$ cat src/sv/tpq_pkg.sv
// Types and constants of the timed priority transmit queue.
// No dependencies; used by the interfaces, the slot cell, the top level and the checker.
`timescale 1ns / 1ps
`default_nettype none

package tpq_pkg;

    localparam int TIME_W     = 48;
    localparam int TAG_W      = 16;
    localparam int PRIO_W     = 8;
    localparam int DELAY_W    = 16;
    localparam int POWER_W    = 6;
    localparam int UNITS_W    = 3;
    localparam int STATUS_W   = 3;
    localparam int SLOT_W     = 3;
    localparam int DROPS_W    = 32;
    localparam int BACKOFF_MS = 120;
    localparam int BACKOFF_W  = 10;

    // Result codes of one item.
    typedef enum logic [STATUS_W-1:0] {
        ST_QUEUED   = 3'd0,
        ST_DROPPED  = 3'd1,
        ST_GRANTED  = 3'd2,
        ST_DEFERRED = 3'd3,
        ST_NONE_DUE = 3'd4
    } t_status;

    // Update broadcast to the slot cells at write-back.
    typedef enum logic [1:0] {
        OP_NONE  = 2'd0,
        OP_WRITE = 2'd1,
        OP_DEFER = 2'd2,
        OP_FREE  = 2'd3
    } t_cell_op;

    // Candidate handed from cell to cell along the chain.
    typedef struct packed {
        logic                      found;
        logic [PRIO_W-1:0]         prio;
        logic [TIME_W-1:0]         due;
        logic [TAG_W-1:0]          tag;
        logic signed [POWER_W-1:0] power;
    } t_cand;

    // Write-back command for the addressed cell.
    typedef struct packed {
        t_cell_op                  op;
        logic [PRIO_W-1:0]         prio;
        logic [TIME_W-1:0]         due;
        logic [TAG_W-1:0]          tag;
        logic signed [POWER_W-1:0] power;
    } t_cell_cmd;

endpackage

`default_nettype wire

$ cat src/sv/tpq_if.sv
// Handshake interfaces of the transmit queue: configuration, input item and result.
// Depends on tpq_pkg for field widths.
`timescale 1ns / 1ps
`default_nettype none

// Configuration write channel carrying the carrier sense enable bit.
interface tpq_cfg_if;
    logic valid;
    logic ready;
    logic carrier_sense_enable;

    modport source (output valid, output carrier_sense_enable, input ready);
    modport sink   (input valid, input carrier_sense_enable, output ready);
endinterface

// Input item channel: one beat is one enqueue or service request.
interface tpq_in_if;
    import tpq_pkg::*;
    logic                      valid;
    logic                      ready;
    logic                      func;
    logic [TIME_W-1:0]         now_ms;
    logic [TAG_W-1:0]          packet_tag;
    logic [PRIO_W-1:0]         priority_req;
    logic [DELAY_W-1:0]        release_delay;
    logic signed [POWER_W-1:0] power_level;
    logic                      channel_busy;
    logic [UNITS_W-1:0]        backoff_units;

    modport source (output valid, output func, output now_ms, output packet_tag,
                    output priority_req, output release_delay, output power_level,
                    output channel_busy, output backoff_units, input ready);
    modport sink   (input valid, input func, input now_ms, input packet_tag,
                    input priority_req, input release_delay, input power_level,
                    input channel_busy, input backoff_units, output ready);
endinterface

// Result channel: one beat per input item.
interface tpq_out_if;
    import tpq_pkg::*;
    logic                      valid;
    logic                      ready;
    logic [STATUS_W-1:0]       status;
    logic [SLOT_W-1:0]         slot;
    logic [TAG_W-1:0]          sent_tag;
    logic signed [POWER_W-1:0] sent_power;
    logic [DROPS_W-1:0]        full_drops;

    modport source (output valid, output status, output slot, output sent_tag,
                    output sent_power, output full_drops, input ready);
    modport sink   (input valid, input status, input slot, input sent_tag,
                    input sent_power, input full_drops, output ready);
endinterface

`default_nettype wire

$ cat src/sv/tpq_cell.sv
// One transmit slot of the queue: entry storage plus one stage of the selection chain.
// Depends on tpq_pkg for the candidate and command types.
`timescale 1ns / 1ps
`default_nettype none

module tpq_cell import tpq_pkg::*; #(
    parameter int QUEUE_DEPTH = 8,
    parameter int CELL_IDX    = 0
) (
    input  logic                           i_clk,
    input  logic                           i_rst_n,
    input  logic                           i_func,
    input  logic [TIME_W-1:0]              i_now,
    input  t_cand                          i_cand,
    input  logic [$clog2(QUEUE_DEPTH)-1:0] i_cand_idx,
    output t_cand                          o_cand,
    output logic [$clog2(QUEUE_DEPTH)-1:0] o_cand_idx,
    input  t_cell_cmd                      i_cmd,
    input  logic [$clog2(QUEUE_DEPTH)-1:0] i_cmd_idx
);

    localparam int IDX_W = $clog2(QUEUE_DEPTH);

    logic                      r_valid;
    logic [PRIO_W-1:0]         r_prio;
    logic [TIME_W-1:0]         r_due;
    logic [TAG_W-1:0]          r_tag;
    logic signed [POWER_W-1:0] r_power;
    t_cand                     r_cand;
    logic [IDX_W-1:0]          r_cand_idx;

    t_cand                     n_cand;
    logic [IDX_W-1:0]          n_cand_idx;
    logic                      eligible;
    logic                      better;
    logic                      take;
    logic                      hit;

    // A service item takes a due entry that beats the incoming candidate; an
    // enqueue item takes the first free slot. Ties keep the lower index.
    always_comb begin
        eligible = r_valid && (r_due <= i_now);
        better   = !i_cand.found || (r_prio < i_cand.prio) ||
                   ((r_prio == i_cand.prio) && (r_due < i_cand.due));
        take     = i_func ? (eligible && better) : (!r_valid && !i_cand.found);
        if (take) begin
            n_cand.found = 1'b1;
            n_cand.prio  = r_prio;
            n_cand.due   = r_due;
            n_cand.tag   = r_tag;
            n_cand.power = r_power;
            n_cand_idx   = IDX_W'(CELL_IDX);
        end else begin
            n_cand     = i_cand;
            n_cand_idx = i_cand_idx;
        end
        hit = (i_cmd_idx == IDX_W'(CELL_IDX));
    end

    // Chain stage register, handed to the next cell every cycle.
    always_ff @(posedge i_clk) begin
        r_cand     <= n_cand;
        r_cand_idx <= n_cand_idx;
    end

    // Entry storage and write-back.
    always_ff @(posedge i_clk) begin
        if (!i_rst_n) begin
            r_valid <= 1'b0;
        end else if (hit) begin
            case (i_cmd.op)
                OP_WRITE: begin
                    r_valid <= 1'b1;
                    r_prio  <= i_cmd.prio;
                    r_due   <= i_cmd.due;
                    r_tag   <= i_cmd.tag;
                    r_power <= i_cmd.power;
                end
                OP_DEFER: begin
                    r_due <= i_cmd.due;
                end
                OP_FREE: begin
                    r_valid <= 1'b0;
                end
                default: begin
                end
            endcase
        end
    end

    assign o_cand     = r_cand;
    assign o_cand_idx = r_cand_idx;

endmodule

`default_nettype wire

$ cat src/sv/timed_priority_tx_queue.sv
// An input beat is latched in the idle state; during the scan state the selection
// candidate passes through the chain of QUEUE_DEPTH slot cells; the write-back state then
// updates the addressed cell and loads the output register, and the block returns to idle.
// One item at a time, taken in idle; write-back waits for a free output register.
// A new input beat is taken while an earlier result still waits at the output register.
// Reset (synchronous, active low): all slots empty, drop counter zero, carrier sense off.
`timescale 1ns / 1ps
`default_nettype none

module timed_priority_tx_queue import tpq_pkg::*; #(
    parameter int QUEUE_DEPTH = 8
) (
    input  logic        i_clk,
    input  logic        i_rst_n,
    tpq_cfg_if.sink     i_cfg,
    tpq_in_if.sink      i_in,
    tpq_out_if.source   o_out
);

    localparam int IDX_W = $clog2(QUEUE_DEPTH);
    localparam int CNT_W = $clog2(QUEUE_DEPTH);

    typedef enum logic [1:0] {
        S_IDLE,
        S_SCAN,
        S_WB
    } t_state;

    t_state                    r_state;
    logic [CNT_W-1:0]          r_cnt;
    logic                      r_cs_en;
    logic [DROPS_W-1:0]        r_drops;

    // Latched input item.
    logic                      r_func;
    logic [TIME_W-1:0]         r_now;
    logic [TAG_W-1:0]          r_tag;
    logic [PRIO_W-1:0]         r_prio;
    logic [DELAY_W-1:0]        r_delay;
    logic signed [POWER_W-1:0] r_power;
    logic                      r_busy;
    logic [UNITS_W-1:0]        r_units;

    // Output register.
    logic                      r_out_valid;
    t_status                   r_status;
    logic [SLOT_W-1:0]         r_slot;
    logic [TAG_W-1:0]          r_sent_tag;
    logic signed [POWER_W-1:0] r_sent_power;
    logic [DROPS_W-1:0]        r_full_drops;

    t_cand                     w_cand [QUEUE_DEPTH+1];
    logic [IDX_W-1:0]          w_idx  [QUEUE_DEPTH+1];
    t_cand                     last;
    t_cell_cmd                 cmd;
    logic                      wb_go;
    t_status                   res_status;
    logic [SLOT_W-1:0]         res_slot;
    logic [TAG_W-1:0]          res_tag;
    logic signed [POWER_W-1:0] res_power;
    logic                      drops_inc;
    logic [BACKOFF_W-1:0]      backoff;

    // Head of the chain: no candidate yet.
    assign w_cand[0] = '0;
    assign w_idx[0]  = '0;

    // Chain of slot cells, lowest index first.
    for (genvar g = 0; g < QUEUE_DEPTH; g++) begin : g_cell
        tpq_cell #(
            .QUEUE_DEPTH (QUEUE_DEPTH),
            .CELL_IDX    (g)
        ) u_cell (
            .i_clk      (i_clk),
            .i_rst_n    (i_rst_n),
            .i_func     (r_func),
            .i_now      (r_now),
            .i_cand     (w_cand[g]),
            .i_cand_idx (w_idx[g]),
            .o_cand     (w_cand[g+1]),
            .o_cand_idx (w_idx[g+1]),
            .i_cmd      (cmd),
            .i_cmd_idx  (w_idx[QUEUE_DEPTH])
        );
    end

    assign wb_go = (r_state == S_WB) && (!r_out_valid || o_out.ready);

    // Result and write-back command from the candidate at the end of the chain.
    always_comb begin
        last       = w_cand[QUEUE_DEPTH];
        cmd        = '0;
        res_status = ST_NONE_DUE;
        res_slot   = '0;
        res_tag    = '0;
        res_power  = '0;
        drops_inc  = 1'b0;
        backoff    = BACKOFF_W'(r_units) * BACKOFF_W'(BACKOFF_MS);
        if (!r_func) begin
            if (last.found) begin
                res_status = ST_QUEUED;
                res_slot   = SLOT_W'(w_idx[QUEUE_DEPTH]);
                cmd.op     = OP_WRITE;
                cmd.prio   = r_prio;
                cmd.due    = r_now + TIME_W'(r_delay);
                cmd.tag    = r_tag;
                cmd.power  = r_power;
            end else begin
                res_status = ST_DROPPED;
                drops_inc  = 1'b1;
            end
        end else if (last.found) begin
            res_slot = SLOT_W'(w_idx[QUEUE_DEPTH]);
            if (r_cs_en && r_busy) begin
                res_status = ST_DEFERRED;
                cmd.op     = OP_DEFER;
                cmd.due    = r_now + TIME_W'(backoff);
            end else begin
                res_status = ST_GRANTED;
                res_tag    = last.tag;
                res_power  = last.power;
                cmd.op     = OP_FREE;
            end
        end
        if (!wb_go) begin
            cmd.op = OP_NONE;
        end
    end

    // Sequencer: accept, let the candidate run the chain, write back and present.
    always_ff @(posedge i_clk) begin
        if (!i_rst_n) begin
            r_state     <= S_IDLE;
            r_cnt       <= '0;
            r_cs_en     <= 1'b0;
            r_drops     <= '0;
            r_out_valid <= 1'b0;
        end else begin
            if (i_cfg.valid) begin
                r_cs_en <= i_cfg.carrier_sense_enable;
            end
            // The result register fills at write-back and empties on a taken beat.
            if (wb_go) begin
                r_out_valid <= 1'b1;
            end else if (o_out.ready) begin
                r_out_valid <= 1'b0;
            end
            case (r_state)
                S_IDLE: begin
                    if (i_in.valid) begin
                        r_func  <= i_in.func;
                        r_now   <= i_in.now_ms;
                        r_tag   <= i_in.packet_tag;
                        r_prio  <= i_in.priority_req;
                        r_delay <= i_in.release_delay;
                        r_power <= i_in.power_level;
                        r_busy  <= i_in.channel_busy;
                        r_units <= i_in.backoff_units;
                        r_cnt   <= '0;
                        r_state <= S_SCAN;
                    end
                end
                S_SCAN: begin
                    r_cnt <= r_cnt + CNT_W'(1);
                    if (r_cnt == CNT_W'(QUEUE_DEPTH - 1)) begin
                        r_state <= S_WB;
                    end
                end
                S_WB: begin
                    if (wb_go) begin
                        r_status     <= res_status;
                        r_slot       <= res_slot;
                        r_sent_tag   <= res_tag;
                        r_sent_power <= res_power;
                        r_full_drops <= r_drops + DROPS_W'(drops_inc);
                        r_drops      <= r_drops + DROPS_W'(drops_inc);
                        r_state      <= S_IDLE;
                    end
                end
                default: begin
                    r_state <= S_IDLE;
                end
            endcase
        end
    end

    assign i_cfg.ready      = i_rst_n;
    assign i_in.ready       = i_rst_n && (r_state == S_IDLE);
    assign o_out.valid      = r_out_valid;
    assign o_out.status     = r_status;
    assign o_out.slot       = r_slot;
    assign o_out.sent_tag   = r_sent_tag;
    assign o_out.sent_power = r_sent_power;
    assign o_out.full_drops = r_full_drops;

endmodule

`default_nettype wire

$ cat src/flat_wrapper.sv
// flat-port wrapper written by rule: the top's interface ports become plain ports
module timed_priority_tx_queue_flat import tpq_pkg::*;
#(
    parameter int QUEUE_DEPTH = 8
)
  (i_clk, i_rst_n, i_cfg_valid, i_cfg_carrier_sense_enable, i_cfg_ready, i_in_valid, i_in_func, i_in_now_ms, i_in_packet_tag, i_in_priority_req, i_in_release_delay, i_in_power_level, i_in_channel_busy, i_in_backoff_units, i_in_ready, o_out_valid, o_out_status, o_out_slot, o_out_sent_tag, o_out_sent_power, o_out_full_drops, o_out_ready);
  tpq_cfg_if i_cfg_i ();
  tpq_in_if i_in_i ();
  tpq_out_if o_out_i ();
  input  logic i_clk;
  input  logic i_rst_n;
  input wire logic [$bits(i_cfg_i.valid)-1:0] i_cfg_valid;
  input wire logic [$bits(i_cfg_i.carrier_sense_enable)-1:0] i_cfg_carrier_sense_enable;
  output wire logic [$bits(i_cfg_i.ready)-1:0] i_cfg_ready;
  input wire logic [$bits(i_in_i.valid)-1:0] i_in_valid;
  input wire logic [$bits(i_in_i.func)-1:0] i_in_func;
  input wire logic [$bits(i_in_i.now_ms)-1:0] i_in_now_ms;
  input wire logic [$bits(i_in_i.packet_tag)-1:0] i_in_packet_tag;
  input wire logic [$bits(i_in_i.priority_req)-1:0] i_in_priority_req;
  input wire logic [$bits(i_in_i.release_delay)-1:0] i_in_release_delay;
  input wire logic [$bits(i_in_i.power_level)-1:0] i_in_power_level;
  input wire logic [$bits(i_in_i.channel_busy)-1:0] i_in_channel_busy;
  input wire logic [$bits(i_in_i.backoff_units)-1:0] i_in_backoff_units;
  output wire logic [$bits(i_in_i.ready)-1:0] i_in_ready;
  output wire logic [$bits(o_out_i.valid)-1:0] o_out_valid;
  output wire logic [$bits(o_out_i.status)-1:0] o_out_status;
  output wire logic [$bits(o_out_i.slot)-1:0] o_out_slot;
  output wire logic [$bits(o_out_i.sent_tag)-1:0] o_out_sent_tag;
  output wire logic [$bits(o_out_i.sent_power)-1:0] o_out_sent_power;
  output wire logic [$bits(o_out_i.full_drops)-1:0] o_out_full_drops;
  input wire logic [$bits(o_out_i.ready)-1:0] o_out_ready;
  assign i_cfg_i.valid = i_cfg_valid;
  assign i_cfg_i.carrier_sense_enable = i_cfg_carrier_sense_enable;
  assign i_cfg_ready = i_cfg_i.ready;
  assign i_in_i.valid = i_in_valid;
  assign i_in_i.func = i_in_func;
  assign i_in_i.now_ms = i_in_now_ms;
  assign i_in_i.packet_tag = i_in_packet_tag;
  assign i_in_i.priority_req = i_in_priority_req;
  assign i_in_i.release_delay = i_in_release_delay;
  assign i_in_i.power_level = i_in_power_level;
  assign i_in_i.channel_busy = i_in_channel_busy;
  assign i_in_i.backoff_units = i_in_backoff_units;
  assign i_in_ready = i_in_i.ready;
  assign o_out_valid = o_out_i.valid;
  assign o_out_status = o_out_i.status;
  assign o_out_slot = o_out_i.slot;
  assign o_out_sent_tag = o_out_i.sent_tag;
  assign o_out_sent_power = o_out_i.sent_power;
  assign o_out_full_drops = o_out_i.full_drops;
  assign o_out_i.ready = o_out_ready;
  timed_priority_tx_queue #(.QUEUE_DEPTH(QUEUE_DEPTH)) u_core (.i_clk(i_clk), .i_rst_n(i_rst_n), .i_cfg(i_cfg_i), .i_in(i_in_i), .o_out(o_out_i));
endmodule
$ cat config.mk
export PLATFORM = sky130hd
export DESIGN_NAME = timed_priority_tx_queue_flat
export DESIGN_NICKNAME = d
export VERILOG_FILES = /design/src/sv/tpq_pkg.sv /design/src/sv/tpq_if.sv /design/src/sv/tpq_cell.sv /design/src/sv/timed_priority_tx_queue.sv /design/src/flat_wrapper.sv
export SDC_FILE = /design/constraint.sdc
export NUM_CORES = 2
export LEC_CHECK = 0
export ABC_AREA = 1
export BUFFER_PORTS_ARGS = -buffer_cell sky130_fd_sc_hd__buf_2
export CAP_MARGIN = 40
export CORE_ASPECT_RATIO = 0.6
export CORE_UTILIZATION = 63
export DETAILED_ROUTE_END_ITERATION = 6
export HOLD_SLACK_MARGIN = 0.02
export PLACE_DENSITY = 0.8
export SLEW_MARGIN = 20
export SYNTH_ARGS = -nofsm -noshare
export SYNTH_HDL_FRONTEND = slang
export SYNTH_SLANG_ARGS = --single-unit
$ cat constraint.sdc
create_clock -name i_clk -period 7.34 [get_ports i_clk]
set_clock_uncertainty 0.2 [all_clocks]
set_input_delay 0.367 -clock i_clk [delete_from_list [all_inputs] [get_ports i_clk]]
set_output_delay 0.367 -clock i_clk [all_outputs]
set_load 0.005 [all_outputs]
Word-level counts from Yosys, hierarchy flattened
Index checks and enable logic that the tools add are counted.
W data, S select, Z words.
{"block": "word_totals", "register_bits": 1427, "elab_cells": 296}
{"block": "op_classes", "addsub": 4, "multipliers": 1, "n_lt_le_gt_ge": 22, "n_eq_ne": 23, "n_mux": 42, "bitwise_logic": 2, "n_reduce_logical": 99}
{"operator": "$mux W78", "n": 6}
{"operator": "$le A48 B48 Y1", "n": 8}
{"operator": "$lt A48 B48 Y1", "n": 7}
{"operator": "$mux W79", "n": 2}
{"operator": "$mux W48", "n": 3}
{"operator": "$reduce_and A3 Y1", "n": 19}
{"operator": "$eq A8 B8 Y1", "n": 7}
{"operator": "$lt A8 B8 Y1", "n": 7}
{"operator": "$add A48 B10 Y48", "n": 1}
{"operator": "$add A48 B16 Y48", "n": 1}
{"operator": "$mux W22", "n": 2}
{"operator": "$add A32 B1 Y32", "n": 1}
{"operator": "$logic_and A1 B1 Y1", "n": 32}
{"operator": "$reduce_and A2 Y1", "n": 10}
{"operator": "$logic_not A1 Y1", "n": 16}
{"operator": "$mux W1", "n": 16}
{"operator": "$eq A3 B3 Y1 const B", "n": 5}
{"operator": "$logic_or A1 B1 Y1", "n": 15}
{"operator": "$mux W2", "n": 6}
{"operator": "$mux W3", "n": 3}
{"operator": "$mux W8", "n": 1}
{"operator": "$mul A3 B4 Y7 const B", "n": 1}
{"operator": "$eq A2 B2 Y1 const B", "n": 3}
{"operator": "$eq A3 B2 Y1 const B", "n": 2}
{"operator": "14 further kinds", "n": 19}

Depth between registers and ports, before layout
{"block": "depth", "ltp_word": 8, "depth_mapped": 21, "depth_no_buf": 20}

Modules after synthesis
From an unflattened synthesis, not the netlist that was laid out.
{"block": "hier_totals", "hier_cells": 8726, "area_unflattened_um2": 76875.0}
{"module": "tpq_cell (u_core.g_cell[5].u_cell ...)", "n_inst": 2, "cells_per_inst": 894, "area_each_um2": 8057.7, "seq_area_each_um2": 4003.8}
{"module": "tpq_cell (u_core.g_cell[1].u_cell ...)", "n_inst": 2, "cells_per_inst": 893, "area_each_um2": 8015.2, "seq_area_each_um2": 4003.8}
{"module": "timed_priority_tx_queue", "n_inst": 1, "cells_per_inst": 1570, "area_each_um2": 12176.7, "seq_area_each_um2": 5555.3}
{"module": "tpq_cell (u_core.g_cell[3].u_cell)", "n_inst": 1, "cells_per_inst": 901, "area_each_um2": 8334.2, "seq_area_each_um2": 4003.8}
{"module": "tpq_cell (u_core.g_cell[0].u_cell)", "n_inst": 1, "cells_per_inst": 893, "area_each_um2": 8209.1, "seq_area_each_um2": 4003.8}
{"module": "tpq_cell (u_core.g_cell[4].u_cell)", "n_inst": 1, "cells_per_inst": 895, "area_each_um2": 8011.4, "seq_area_each_um2": 4003.8}
{"module": "tpq_cell (u_core.g_cell[7].u_cell)", "n_inst": 1, "cells_per_inst": 893, "area_each_um2": 7997.7, "seq_area_each_um2": 4003.8}

Worst setup path after synthesis
Ideal clock, no wire load.
{"block": "synth_timing", "path_type": "input port to flip-flop", "start": "input i_rst_n", "end": "register u_core.r_busy, enable pin", "t_arrival_ns": 4.780, "slack_ns": 1.802, "path_stages": 3, "path_buffers": 1, "path_cell_list": "buf_1 -> nand2_1 -> nor2_1"}
{"block": "synth_between", "elab_chain_len": 1}
{"item": "from (decl)", "line": "flat_wrapper.sv:11", "text": "input logic i_rst_n;"}
{"item": "$reduce_and A3 Y1 (no source line)"}
{"item": "to (signal assigned)", "line": "timed_priority_tx_queue.sv:157", "text": "r_busy <= i_in.channel_busy;"}
{"item": "to (decl)", "line": "timed_priority_tx_queue.sv:41", "text": "logic r_busy;"}
No other way between the ends.
A chain may end at the register's enable or synchronous reset.

==> impl_metrics.env <==
export IMPL_synth_largest_area_cell="edfxtp_1"
export IMPL_grt_pass1_wl_um=322400
export IMPL_via_count=56719
export IMPL_violations="design-rule violations"
export IMPL_rrSetupSlack_ns=2.18
export IMPL_die_area_um2=111600
export IMPL_clockBufferDepth=3
export IMPL_hold_violations=0
export IMPL_initial_core_util=0.6414
export IMPL_rows=93
export IMPL_overflow=0
export IMPL_path_common_cell="nand2_1"
export IMPL_timing_rr_start="u_core.r_now[38]"
export IMPL_crit_buf_inv=2
export IMPL_crit_family="simple AND/OR/NAND/NOR gates"
export IMPL_cts_tree="yes"
export IMPL_dr_pass1_iters=7
export IMPL_crit_chain="inv_1 -> ha_1 -> nand2_1 -> nor2_1 -> nand4_1 -> nor2_1 -> and2_1 -> nand2_1 -> nand2_1 -> nand3_4 -> nand2_4 -> buf_12 -> nand2_1 -> nand2_1"
export IMPL_tightest_slew_ns=0.9437
export IMPL_setup_violations=0
export IMPL_path_clk_slew_ns=0.07
export IMPL_cts_buffers_inserted=130
export IMPL_cpMaxStageDelayCell="nand2_4"
export IMPL_seq_area_frac_synth=0.5233
export IMPL_cp_max_fo=42
export IMPL_dp_hpwl_um=155700
export IMPL_postCtsHoldBufs=104
export IMPL_worstSetupEndpoint="u_core.g_cell[1].u_cell.o_cand[72]"
export IMPL_cap_violations=0
export IMPL_ir_drop_mv=0.2206
export IMPL_worstSetupStartpointType="flip-flop"
export IMPL_gp_congestion=1.043
export IMPL_coreArea_um2=108200
export IMPL_htree_levels=4
export IMPL_drive_gt1_frac=0.06876
export IMPL_synth_flop_cell="edfxtp_1"
export IMPL_rsz0062_at_grt="false"
export IMPL_power_w=0.01730
export IMPL_grtUsageTotal=0.3867
export IMPL_syn_nets=8417
export IMPL_drtAntennaViolNets=0
export IMPL_synth_edff_count=783
export IMPL_status="complete, but fails checks"
export IMPL_crit_cells=14
export IMPL_port_buffers=167
export IMPL_clock_root_buffer="clkbuf_16"
export IMPL_drv_slew=0
export IMPL_drc=42
export IMPL_place_inst=8984
export IMPL_leakagePower_nw=35.84
export IMPL_fmax_mhz=193.8
export IMPL_synth_warning_count=0
export IMPL_post_cts_buffers=0
export IMPL_post_route_period_util=0.7029
export IMPL_synthToLayoutAreaGrowth_pct=12.33
export IMPL_grt_max_degree=71
export IMPL_antenna_found_initial=10
export IMPL_avgSynthCellArea_um2=9.254
export IMPL_via_per_inst=6.062
export IMPL_initialDrtViolationCount=8021
export IMPL_critPathRequiredTime_ns=7.86
export IMPL_slew_headroom=0.3685
export IMPL_powerDensity_nw_per_um2=221.8
export IMPL_r2r_cells=14
export IMPL_syn_cell_area_um2=69420
export IMPL_crit_start="u_core.r_now[38]"
export IMPL_synth_area_leaders="edfxtp_1 34%, dfxtp_1 18%, ha_1 15%"
export IMPL_synth_top_area_share=0.3387
export IMPL_die_x_um=430.5
export IMPL_cts_resized=0
export IMPL_setup_worst_path_class="reg2reg"
export IMPL_grt_pass1_vias=54828
export IMPL_synthDistinctLibCells=53
export IMPL_synth_cells=7501
export IMPL_async_reset_ff_frac=0
export IMPL_r2r_end="u_core.g_cell[1].u_cell.o_cand[72]"
export IMPL_cp_arrival_ns=5.68
export IMPL_final_setup_tns_ns=0
export IMPL_synth_seq_cells=1423
export IMPL_hp_class="in2reg"
export IMPL_wl_um=219300
export IMPL_cts_sinks=1423
export IMPL_finalCriticalPeriod_ns=5.159
export IMPL_nets=8733
export IMPL_fillerInstances=7506
export IMPL_worstSetupEndpointType="flip-flop"
export IMPL_fp_dieH_um=259.1
export IMPL_wire_per_inst_um=23.44
export IMPL_fin_util=0.7205
export IMPL_critPathMaxStageDelay_ns=0.90
export IMPL_io_pins=168
export IMPL_final_cells=9356
export IMPL_insertion_delay_ns=0.80
-- stage by stage --
stage / area, um^2 / hold WS [ns] / setup slack (ns)
3_5_place_dp: 72290 / 0.1921 / 2.522
3_3_place_gp: 71810 / 0.1922 / 2.229
2_1_floorplan: 69420 / 0.1865 / 1.802
4_1_cts: 77640 / 0.05662 / 2.503
6_report: 77970 / 0.09185 / 2.181
5_1_grt: 77970 / 0.09515 / 2.124
-- final cells by class --
| class | instances | area, um^2 | share of cell area |
|---|---|---|---|
| Antenna cell | 5 | 12.51 | 0.0001605 |
| Clock buffer | 176 | 3611 | 0.04631 |
| Clock inverter | 65 | 699.4 | 0.008970 |
| Inverter | 876 | 3288 | 0.04217 |
| Multi-Input combinational cell | 5001 | 29070 | 0.3729 |
| Sequential cell | 1423 | 36320 | 0.4659 |
| Tap cell | 1425 | 1783 | 0.02287 |
| Timing Repair Buffer | 385 | 3181 | 0.04079 |
-- per-layer routing --
layer  global-route usage  part of all wire  routed length, um  vias to the layer above
met2               0.5606              0.41              90860                     3801
met5                    0           0.00013                 28                        -
met3               0.1203              0.15              32280                      582
li1                     -                 -                  -                    25644
met1               0.5368              0.40              87350                    26688
met4               0.1646             0.040               8815                        4
-- sequential cells by signal (all words and copies together) (netlist names), 2 cells and up --
name,cells
u_core.r_units,3
u_core.r_cnt,3
u_core.g_cell.u_cell.r_tag,128
u_core.g_cell.u_cell.o_cand,576
u_core.r_tag,16
u_core.g_cell.u_cell.r_prio,64
u_core.r_now,48
u_core.o_out.full_drops,32
u_core.g_cell.u_cell.r_valid,8
u_core.g_cell.u_cell.o_cand_idx,17
u_core.r_power,6
u_core.g_cell.u_cell.r_due,384
u_core.r_drops,32
u_core.o_out.sent_power,6
u_core.r_prio,8
u_core.o_out.status,3
u_core.o_out.sent_tag,16
u_core.o_out.slot,3
u_core.r_state,2
u_core.r_delay,16
u_core.g_cell.u_cell.r_power,48
-- synthesized netlist by cell type (all sizes together) (2+ instances only) --
| cell type | instances |
|---|---|
| ha | 806 |
| edfxtp | 783 |
| o22ai | 9 |
| a211oi | 6 |
| nand3 | 671 |
| xnor2 | 9 |
| o31ai | 4 |
| a31oi | 4 |
| a21boi | 80 |
| nand4 | 70 |
| a21o | 34 |
| fa | 5 |
| o21ai | 183 |
| nor3 | 64 |
| and2 | 8 |
| o21bai | 6 |
| nor4 | 13 |
| inv | 874 |
| or2 | 7 |
| clkinv | 2 |
| clkbuf | 99 |
| nand2 | 2116 |
| nor2 | 443 |
| xor2 | 32 |
| o211ai | 4 |
| dfxtp | 640 |
| nand3b | 4 |
| buf | 102 |
| a21oi | 396 |
| o21a | 20 |
-- report_power, final --
group | leakage, nW | total [W] | internal (W) | switching [W]
combinational | 21.2 | 0.00146 | 0.000499 | 0.000963
clock | 2.10 | 0.00703 | 0.00388 | 0.00315
sequential | 12.5 | 0.00881 | 0.00866 | 0.000143
total | 35.8 | 0.0173 | 0.0130 | 0.00425
-- cells by family (layout without fill, tap and decap cells) --
logic type	count (synthesis)	after routing	synth area share
and+or+nand+nor	3401	3401	0.2034
AOI/OAI and AO/OA	748	748	0.05982
DFF	1423	1423	0.5233
other	0	5	0
xor gates and xnor gates	41	41	0.005173
buffers and inverters	1077	1502	0.06154
adders and majority gates	811	811	0.1467
-- worst min-delay path by stage --
stage	from	end	slack, ns	cells past startpoint
2_1_floorplan	u_core.g_cell[4].u_cell.o_cand_idx[0]	u_core.g_cell[5].u_cell.o_cand_idx[0]	0.19	2
3_3_place_gp	u_core.g_cell[6].u_cell.o_cand_idx[0]	u_core.g_cell[7].u_cell.o_cand_idx[0]	0.19	2
3_5_place_dp	u_core.g_cell[2].u_cell.o_cand_idx[1]	u_core.g_cell[3].u_cell.o_cand_idx[1]	0.19	2
4_1_cts	i_in_now_ms[12]	u_core.r_now[12]	0.06	2
5_1_grt	i_in_packet_tag[6]	u_core.r_tag[6]	0.1	2
6_report	i_in_now_ms[12]	u_core.r_now[12]	0.09	2
-- layout by cell type, fill, tap and decap left out, types with 10 or more instances in the layout --
cell type,count
edfxtp_1,783
clkinv_1,16
nand2_1,2100
o21ai_0,161
nand4_1,70
inv_1,871
nor2_1,416
buf_4,73
ha_1,806
clkbuf_1,32
a21oi_1,396
a21boi_0,74
dlygate4sd3_1,104
nor4_1,12
clkbuf_16,134
nand2_4,13
nor3_1,60
o21ai_1,22
bufinv_16,11
dfxtp_1,640
a21o_1,34
buf_16,15
nor2_4,19
nand3_1,662
clkinv_2,19
xor2_1,32
buf_12,12
buf_2,174
clkbuf_8,10
o21a_1,20
Note: power is estimated with default switching activity, not from simulation.
